$ cat config.mk
export PLATFORM = sky130hd
export DESIGN_NAME = fixed_point_log2_interp
export DESIGN_NICKNAME = d
export VERILOG_FILES = /design/src/rtl/fpl2_pkg.sv /design/src/rtl/fpl2_norm.sv /design/src/rtl/fixed_point_log2_interp.sv
export SDC_FILE = /design/constraint.sdc
export NUM_CORES = 1
export LEC_CHECK = 0
export ABC_AREA = 1
export BUFFER_PORTS_ARGS = -buffer_cell sky130_fd_sc_hd__buf_2
export CAP_MARGIN = 15
export CELL_PAD_IN_SITES_DETAIL_PLACEMENT = 1
export CELL_PAD_IN_SITES_GLOBAL_PLACEMENT = 1
export CORE_ASPECT_RATIO = 0.9
export CORE_MARGIN = 1.5
export CORE_UTILIZATION = 52
export CTS_BUF_LIST = sky130_fd_sc_hd__clkbuf_4
export CTS_CLUSTER_DIAMETER = 120
export DETAILED_ROUTE_END_ITERATION = 10
export PLACE_DENSITY = 0.95
export SYNTH_ARGS = -nofsm -noshare
export SYNTH_HDL_FRONTEND = slang
export SYNTH_HIERARCHICAL = 1
export SYNTH_SLANG_ARGS = --single-unit
$ cat constraint.sdc
create_clock -name clk -period 13.75 [get_ports clk]
set_input_delay 2.75 -clock clk [delete_from_list [all_inputs] [get_ports clk]]
set_output_delay 2.75 -clock clk [all_outputs]
set_load 0.005 [all_outputs]
$ cat src/rtl/fpl2_pkg.sv
`timescale 1ns / 1ps
package fpl2_pkg;

  localparam int unsigned VALUE_W  = 32;
  localparam int unsigned EXP_W    = 5;
  localparam int unsigned SEG_W    = 6;
  localparam int unsigned FRAC_W   = 25;   // bits below the segment index after normalising
  localparam int unsigned QFRAC_W  = 15;
  localparam int unsigned LOG_W    = 20;
  localparam int unsigned MANT_W   = 16;
  localparam int unsigned DIFF_W   = 10;   // largest step between entries is 733
  localparam int unsigned TAB_N    = 65;
  localparam int unsigned TAB_IDX_W = 7;

  typedef struct packed {
    logic [EXP_W-1:0]  expo;
    logic [SEG_W-1:0]  idx;
    logic [FRAC_W-1:0] frac;
    logic              zero;
  } norm_t;

  // round(32768 * log2(1 + k/64))
  localparam logic [MANT_W-1:0] MANT_TAB [0:TAB_N-1] = '{
    16'd0,     16'd733,   16'd1455,  16'd2166,  16'd2866,  16'd3556,  16'd4236,  16'd4907,
    16'd5568,  16'd6220,  16'd6863,  16'd7498,  16'd8124,  16'd8742,  16'd9352,  16'd9954,
    16'd10549, 16'd11136, 16'd11716, 16'd12289, 16'd12855, 16'd13415, 16'd13968, 16'd14514,
    16'd15055, 16'd15589, 16'd16117, 16'd16639, 16'd17156, 16'd17667, 16'd18173, 16'd18673,
    16'd19168, 16'd19658, 16'd20143, 16'd20623, 16'd21098, 16'd21568, 16'd22034, 16'd22495,
    16'd22952, 16'd23404, 16'd23852, 16'd24296, 16'd24736, 16'd25172, 16'd25604, 16'd26031,
    16'd26455, 16'd26876, 16'd27292, 16'd27705, 16'd28114, 16'd28520, 16'd28922, 16'd29321,
    16'd29717, 16'd30109, 16'd30498, 16'd30884, 16'd31267, 16'd31647, 16'd32024, 16'd32397,
    16'd32768
  };

endpackage

$ cat src/rtl/fpl2_norm.sv
`timescale 1ns / 1ps
module fpl2_norm (
  input  logic [31:0]     value,
  output fpl2_pkg::norm_t norm
);
  import fpl2_pkg::*;

  logic [EXP_W-1:0]   expo;
  logic [VALUE_W-1:0] shifted;

  // leading-one position, highest set bit wins
  always_comb begin
    expo = '0;
    for (int i = 0; i < VALUE_W; i++) begin
      if (value[i]) begin
        expo = EXP_W'(i);
      end
    end
  end

  // leading one to the top bit: segment index and fraction fall out at fixed places,
  // and short values get zero fraction for free
  assign shifted = value << (EXP_W'(VALUE_W - 1) - expo);

  always_comb begin
    norm.expo = expo;
    norm.idx  = shifted[VALUE_W-2 -: SEG_W];
    norm.frac = shifted[FRAC_W-1:0];
    norm.zero = (value == '0);
  end

endmodule

$ cat src/rtl/fixed_point_log2_interp.sv
`timescale 1ns / 1ps
// A request passes through the input register, the normalise register and the result
// register before its result is valid on the port.
// Throughput: one request per cycle unless the output stalls; each stage refills as
// soon as it empties.
// Reset (rst_n low, synchronous) clears all stage valid flags; payload is not reset.
module fixed_point_log2_interp (
  input  logic        clk,
  input  logic        rst_n,
  input  logic        in_tvalid,
  output logic        in_tready,
  input  logic [31:0] in_tdata,   // [31:0] linear_value
  output logic        out_tvalid,
  input  logic        out_tready,
  output logic [23:0] out_tdata,  // [19:0] log_q15, [23:20] zero padding
  output logic        out_tuser   // [0] zero_input
);
  import fpl2_pkg::*;

  logic [VALUE_W-1:0] in_data_r;
  logic               in_vld_r;
  norm_t              mid_r;
  logic               mid_vld_r;
  logic [LOG_W-1:0]   out_log_r;
  logic               out_zero_r;
  logic               out_vld_r;

  logic               rdy_out, rdy_mid, rdy_in;
  norm_t              norm;

  logic [MANT_W-1:0]        lo, hi;
  logic [DIFF_W-1:0]        diff;
  logic [FRAC_W+DIFF_W-1:0] prod;
  logic [DIFF_W-1:0]        interp;
  logic [LOG_W-1:0]         sum;
  logic [LOG_W-1:0]         out_log_nxt;

  assign rdy_out   = !out_vld_r || out_tready;
  assign rdy_mid   = !mid_vld_r || rdy_out;
  assign rdy_in    = !in_vld_r  || rdy_mid;
  assign in_tready = rdy_in;

  fpl2_norm u_norm (
    .value (in_data_r),
    .norm  (norm)
  );

  always_comb begin
    lo     = MANT_TAB[{1'b0, mid_r.idx}];
    hi     = MANT_TAB[{1'b0, mid_r.idx} + TAB_IDX_W'(1)];
    diff   = DIFF_W'(hi - lo);
    prod   = (FRAC_W+DIFF_W)'(mid_r.frac) * (FRAC_W+DIFF_W)'(diff);
    interp = prod[FRAC_W+DIFF_W-1:FRAC_W];
    sum    = {mid_r.expo, {QFRAC_W{1'b0}}} + LOG_W'(lo) + LOG_W'(interp);
    out_log_nxt = mid_r.zero ? '0 : sum;
  end

  always_ff @(posedge clk) begin
    if (!rst_n) begin
      in_vld_r  <= 1'b0;
      mid_vld_r <= 1'b0;
      out_vld_r <= 1'b0;
    end else begin
      if (rdy_in) begin
        in_vld_r <= in_tvalid;
      end
      if (rdy_mid) begin
        mid_vld_r <= in_vld_r;
      end
      if (rdy_out) begin
        out_vld_r <= mid_vld_r;
      end
    end
  end

  always_ff @(posedge clk) begin
    if (rdy_in && in_tvalid) begin
      in_data_r <= in_tdata;
    end
    if (rdy_mid && in_vld_r) begin
      mid_r <= norm;
    end
    if (rdy_out && mid_vld_r) begin
      out_log_r  <= out_log_nxt;
      out_zero_r <= mid_r.zero;
    end
  end

  assign out_tvalid = out_vld_r;
  assign out_tdata  = {4'b0, out_log_r};
  assign out_tuser  = out_zero_r;

endmodule

---- Yosys cells after proc, flatten, opt, wreduce, memory -nomap -nowiden ----
Memories as Yosys holds them, arrays and structs flattened.
Cells that the tools add are included.
word-level totals
  bits in registers ....................... 93
  memory bits (read-only) ................. 4096
  bits of input ports ..................... 36
  output and inout bits ................... 27
  memories ................................ 2
memories
  name             depth  bits a word  read ports  clocked after Yosys merged registers in  wr ports  RTL line                       RTL
  (no name shown)  128    16           1           0                                        0         fixed_point_log2_interp.sv:50  hi = MANT_TAB[{1'b0, mid_r.idx} + TAB_IDX_W'(1)];
  (no name shown)  128    16           1           0                                        0         fixed_point_log2_interp.sv:49  lo = MANT_TAB[{1'b0, mid_r.idx}];
operators by class
  add/subtract/negate cells ............... 5
  multiply operators ...................... 1
  $lt $le $gt $ge ......................... 2
  shift-type cells ........................ 1
  multiplexer cells ....................... 35
  bitwise logic cells ..................... 2
  reduce and logical (&&, ||, !) cells .... 10
operators with widths
  cell                   count
  $mux W5                16
  $mul A25 B10 Y35       1
  $logic_not A32 Y1      1
  $mux W16               2
  $mux W4                8
  $shl A32 B5 Y31        1
  $add A20 B10 Y20       1
  $add A20 B16 Y20       1
  $mux W10               2
  $ge A8 B8 Y1 const B   2
  $mux W3                4
  $sub A10 B10 Y10       1
  $not A6 Y8             1
  $not A7 Y8             1
  $add A6 B1 Y7 const B  1
  $sub A5 B5 Y5 const A  1
  $mux W2                2
  $logic_and A1 B1 Y1    3
  $logic_not A1 Y1       3
  $logic_or A1 B1 Y1     3
  $mux W1                1

---- Longest topological paths before layout ----
  depth in word-level cells ............... 33
  mapped depth ............................ 56
  depth with buffers taken out ............ 55

---- Hierarchy ----
The synthesis kept the hierarchy.
modules (own cells, without submodules)
  module                   times used  cells each  area an instance (µm²)  seq. area each (µm²)
  fixed_point_log2_interp  1           1847        14158.6                 2762.6
  fpl2_norm                1           490         2173.3                  0.0

---- Least setup slack after synthesis ----
Ideal clock, no wire load.
  path type ............................... register to register
  start point ............................. register mid_r[26] (netlist name)
  end point ............................... register out_log_r[16] (data pin)
  arrival ................................. 9.038 ns
  data required time ...................... 13.495 ns
  path slack .............................. 4.457 ns
  stages on the path, launching flop included .. 49
  buffers on the path ..................... 3
  clock period less this slack ............ 9.293 ns
  cell sequence ........................... edfxtp_1 -> ha_1 -> inv_1 -> ha_1 -> clkbuf_1 -> buf_1 -> nor2_1 -> nand2_1 -> a32o_1 -> nand2_1 -> nand3_1 -> ha_1 -> fa_1 -> nor2_1 -> o21ai_0 -> nand2_1 -> a21oi_1 -> o21ai_0 -> (+13 left out) -> nand2_1 -> nor2_1 -> inv_1 -> o21ai_0 -> a21oi_1 -> o21ai_0 -> xor2_1 -> ha_1 -> inv_1 -> fa_1 -> inv_1 -> nand3_1 -> nand3_1 -> inv_1 -> nor2_2 -> nand3_1 -> nand2_1 -> nor2_1
between the ends
  word-level cells in the longest chain between the ends .. 8
ends and longest elaborated chain
  element                                       RTL line                       RTL
  start: declaration                            fixed_point_log2_interp.sv:22  norm_t mid_r;
  start signal: assignment                      fixed_point_log2_interp.sv:81  mid_r <= norm;
  $add A6 B1 Y7                                 fixed_point_log2_interp.sv:50
  $not A7 Y8 (implied by the code)              fixed_point_log2_interp.sv:50
  $mem_v2 Z128 W16                              n/a
  $mux W10 (implied by the code) (2 in series)  fixed_point_log2_interp.sv:50
  $sub A10 B10 Y10                              fixed_point_log2_interp.sv:51  diff = DIFF_W'(hi - lo);
  $mul A25 B10 Y35                              fixed_point_log2_interp.sv:52  prod = (FRAC_W+DIFF_W)'(mid_r.frac) * (FRAC_W+DIFF_W)'(diff);
  $add A20 B10 Y20 (*)                          fixed_point_log2_interp.sv:54  sum = {mid_r.expo, {QFRAC_W{1'b0}}} + LOG_W'(lo) + LOG_W'(interp);
  end signal: assignment                        fixed_point_log2_interp.sv:84  out_log_r <= out_log_nxt;
  end: declaration                              fixed_point_log2_interp.sv:24  logic [LOG_W-1:0] out_log_r;
Every way passes the cells marked *; elsewhere a longest branch is shown, timed or not. The select of a mux whose other input is x is not followed.
A chain may end at the register's enable or synchronous reset.

---- Worst setup path in the final report ----
  start point ............................. register mid_r[26] (netlist name)
  end point ............................... register out_log_r[8] (data pin)
Same word-level chain as after synthesis.

==> run summary <==
Vias per inst = 6.06
Mapped Cells = 2,337
Synth warn = 6
Gpl congestion = 0.975
Cell mode on critical path = inv_1
Cts repair resizes = 0
Worst path arrival time = 12,780 ps
Startpoint types = register
Hold-critical path depth = 2
Cts hold-fix bufs = 0
Share of async-settable or async-resettable flops after synthesis = 0%
Slew Limit Headroom = 22.3%
I/O pin total = 63
Max_cap viols = 0
Clk root buf = clkbuf_4
Routed vias = 16,600
Initial DRT Pass Iterations = 6
Worst R2R Start = mid_r[26]
Status = completed
Reg-to-reg slack, setup = 1330 ps
Gr ovfl total = 0
FF+latch count, synth = 93
Crit path from = mid_r[26]
Fin crit period = 12,420 ps
Post-Syn Area = 16,300 sq um
Worst Setup End Kind = register
Port-buffer cells = 58
Reg-to-reg endpoint = out_log_r[8]
H-Tree Depth = 3
Initial Util = 52.8%
Place WS = 1800 ps
Post-synth top flop = edfxtp_1
Met2 Track Usage GR = 65.4%
# fillers = 4,092
Layout area overhead = 3.84%
Clk sinks = 93
Chip width = 190 um
Setup Viol. Count Final = 0
Worst hold endpoint = mid_vld_r
Clock latency on the worst-skew pair = 500 ps
Final WS setup = 1330 ps
Final wirelength = 60.0 mm
Worst Hold Class = reg2reg
Max incr delay on CP = 880 ps
Layout net count = 2,650
RSZ-0062 raised after global routing = false
Number of synthesized flops with an enable pin = 90
TNS Setup = 0 ps
Die ar. = 32,500 sq um
Cell variety after synth = 52
Drt wl/cell = 21.9 um
Total GRT Usage = 37.5%
Clk slew on worst S/H paths = 180 ps
DR DRC count = 0
Grt met3 use = 4.27%
HP Start = in_vld_r
Crit share post-route = 90.3%
Pin slew with the least headroom to its limit = 1160 ps
Req. time, crit path = 14,110 ps
Largest net degree at the start of global routing = 38
Worst setup path class = reg2reg
Grt peak-use layer = met2
Max Transition Viols Final = 0
Max clock buf depth = 2
Initial antenna violation count = 0
Clk_skew = 32.5 ps
Layout cells sized above 1 = 5.58%
Vert. Die Dim = 171 um
Global Route met1 Usage = 46.2%
Core area = 30,900 sq um
Worst R2R Path Depth = 47
HPWL Detailed = 48.7 mm
Hold Fails Final Rpt = 0
Synthesized area per cell = 6.99 sq um
Number of routed nets with antenna violations = 0
Seq/Total Area, Yosys = 16.9%
Post-CTS Setup Bufs = 0
TritonCTS clock tree = built
First-pass GRT wire length = 94.5 mm
Slowest CP cell = edfxtp_1
Crit-path max FO = 22
Final Util = 54.9%
CTS Buf Count = 9
Fmax = 80.5 MHz
Vias in the first global route = 17,800
DR iter-0 viols = 1,404
Num rows = 61
[through the flow]
step | hold WS (ps) | std cells | instance area (sq um)
6_report | 513 | 2741 | 17000
5_1_grt | 547 | 2740 | 17000
4_1_cts | 518 | 2739 | 16900
3_5_place_dp | 497 | 2723 | 16800
3_3_place_gp | 471 | 2723 | 16800
2_1_floorplan | 454 | 2340 | 16300
[cells in the mapped netlist (4+ instances only)]
library cell	n	area share [%]
edfxtp_1	90	17
inv_2	6	0.14
nor2_2	12	0.46
buf_1	12	0.28
buf_2	19	0.58
nor2_1	258	5.9
buf_4	9	0.41
o311ai_0	5	0.27
clkbuf_1	48	1.1
a31oi_1	21	0.80
nand2_1	540	12
ha_1	105	8.0
o21ai_0	89	2.7
o21bai_1	4	0.18
nor4_1	6	0.23
o21a_1	5	0.23
a21oi_1	92	2.8
fa_1	183	22
nor3_1	23	0.70
nand3_1	291	8.9
or2_2	4	0.15
nand2_2	6	0.23
nand4_1	11	0.42
o211ai_1	15	0.69
nand3_2	6	0.37
a21o_1	8	0.37
buf_6	7	0.48
xor2_1	6	0.32
inv_1	418	9.6
[worst max-delay path by stage]
stage | to | depth (start not counted)
6_report | out_log_r[8] | 47
5_1_grt | out_log_r[8] | 47
4_1_cts | out_log_r[8] | 47
3_5_place_dp | out_log_r[8] | 47
3_3_place_gp | out_log_r[16] | 46
2_1_floorplan | out_log_r[16] | 48
[cell type report]
class / count / area, sq um / area share, %
Clock buffer: 9 / 67.6 / 0.398
Timing Repair Buffer: 70 / 400 / 2.36
Inverter: 426 / 1600 / 9.43
Tap cell: 409 / 512 / 3.02
Multi-Input combinational cell: 1726 / 11500 / 68.1
Clock inverter: 7 / 73.8 / 0.435
Sequential cell: 93 / 2760 / 16.3
Antenna cell: 1 / 2.50 / 0.0148
[cells by family (layout without fill, tap and decap cells)]
logic type | Yosys count | count (layout) | synth area share (%)
AO/OA/AOI/OAI | 257 | 257 | 9.00
flip-flops | 93 | 93 | 16.9
AND/OR/NAND/NOR | 1167 | 1167 | 30.4
buffers and inverters | 521 | 512 | 12.6
other | 1 | 5 | 0.0230
adder cells (fa/ha/maj) | 288 | 288 | 30.5
XOR/XNOR | 10 | 10 | 0.582
[registers in the layout, summed over array words and instances (netlist names)]
signal	flops
mid_r	37
mid_vld_r	1
out_tuser	1
in_vld_r	1
in_data_r	32
out_log_r	20
out_tvalid	1
[metal layers]
metal / vias up / wire (um) / share of wire, %
met5: - / 0 / 0
met2: 823 / 29200 / 49
li1: 7386 / - / -
met1: 8182 / 23000 / 38
met4: 0 / 3170 / 5.3
met3: 220 / 4530 / 7.6
[cells in the final DEF, fill, tap and decap left out, types with 4 or more instances in the layout]
master	n
a21o_1	8
a21oi_1	89
a31oi_1	21
buf_2	58
buf_4	11
clkbuf_4	9
conb_1	4
edfxtp_1	90
fa_1	183
ha_1	105
inv_1	418
inv_2	6
nand2_1	540
nand2_2	6
nand3_1	291
nand3_2	6
nand4_1	11
nor2_1	258
nor2_2	12
nor3_1	23
nor4_1	6
o211ai_1	15
o21a_1	5
o21ai_0	89
o21bai_1	4
o311ai_0	5
or2_2	4
xor2_1	4
[critical path: cells and delay by family, from the launching register on]
kind	cells	cell delay, ps
fa+ha+maj	11	5060
flops	1	880
xor+xnor	1	290
buf+inv	10	1170
simple gates	15	2940
compound gates	10	1880
Power is left out: the tool's default activity adds up to more than one toggle a clock period on the data nets, which glitch-free logic cannot reach.
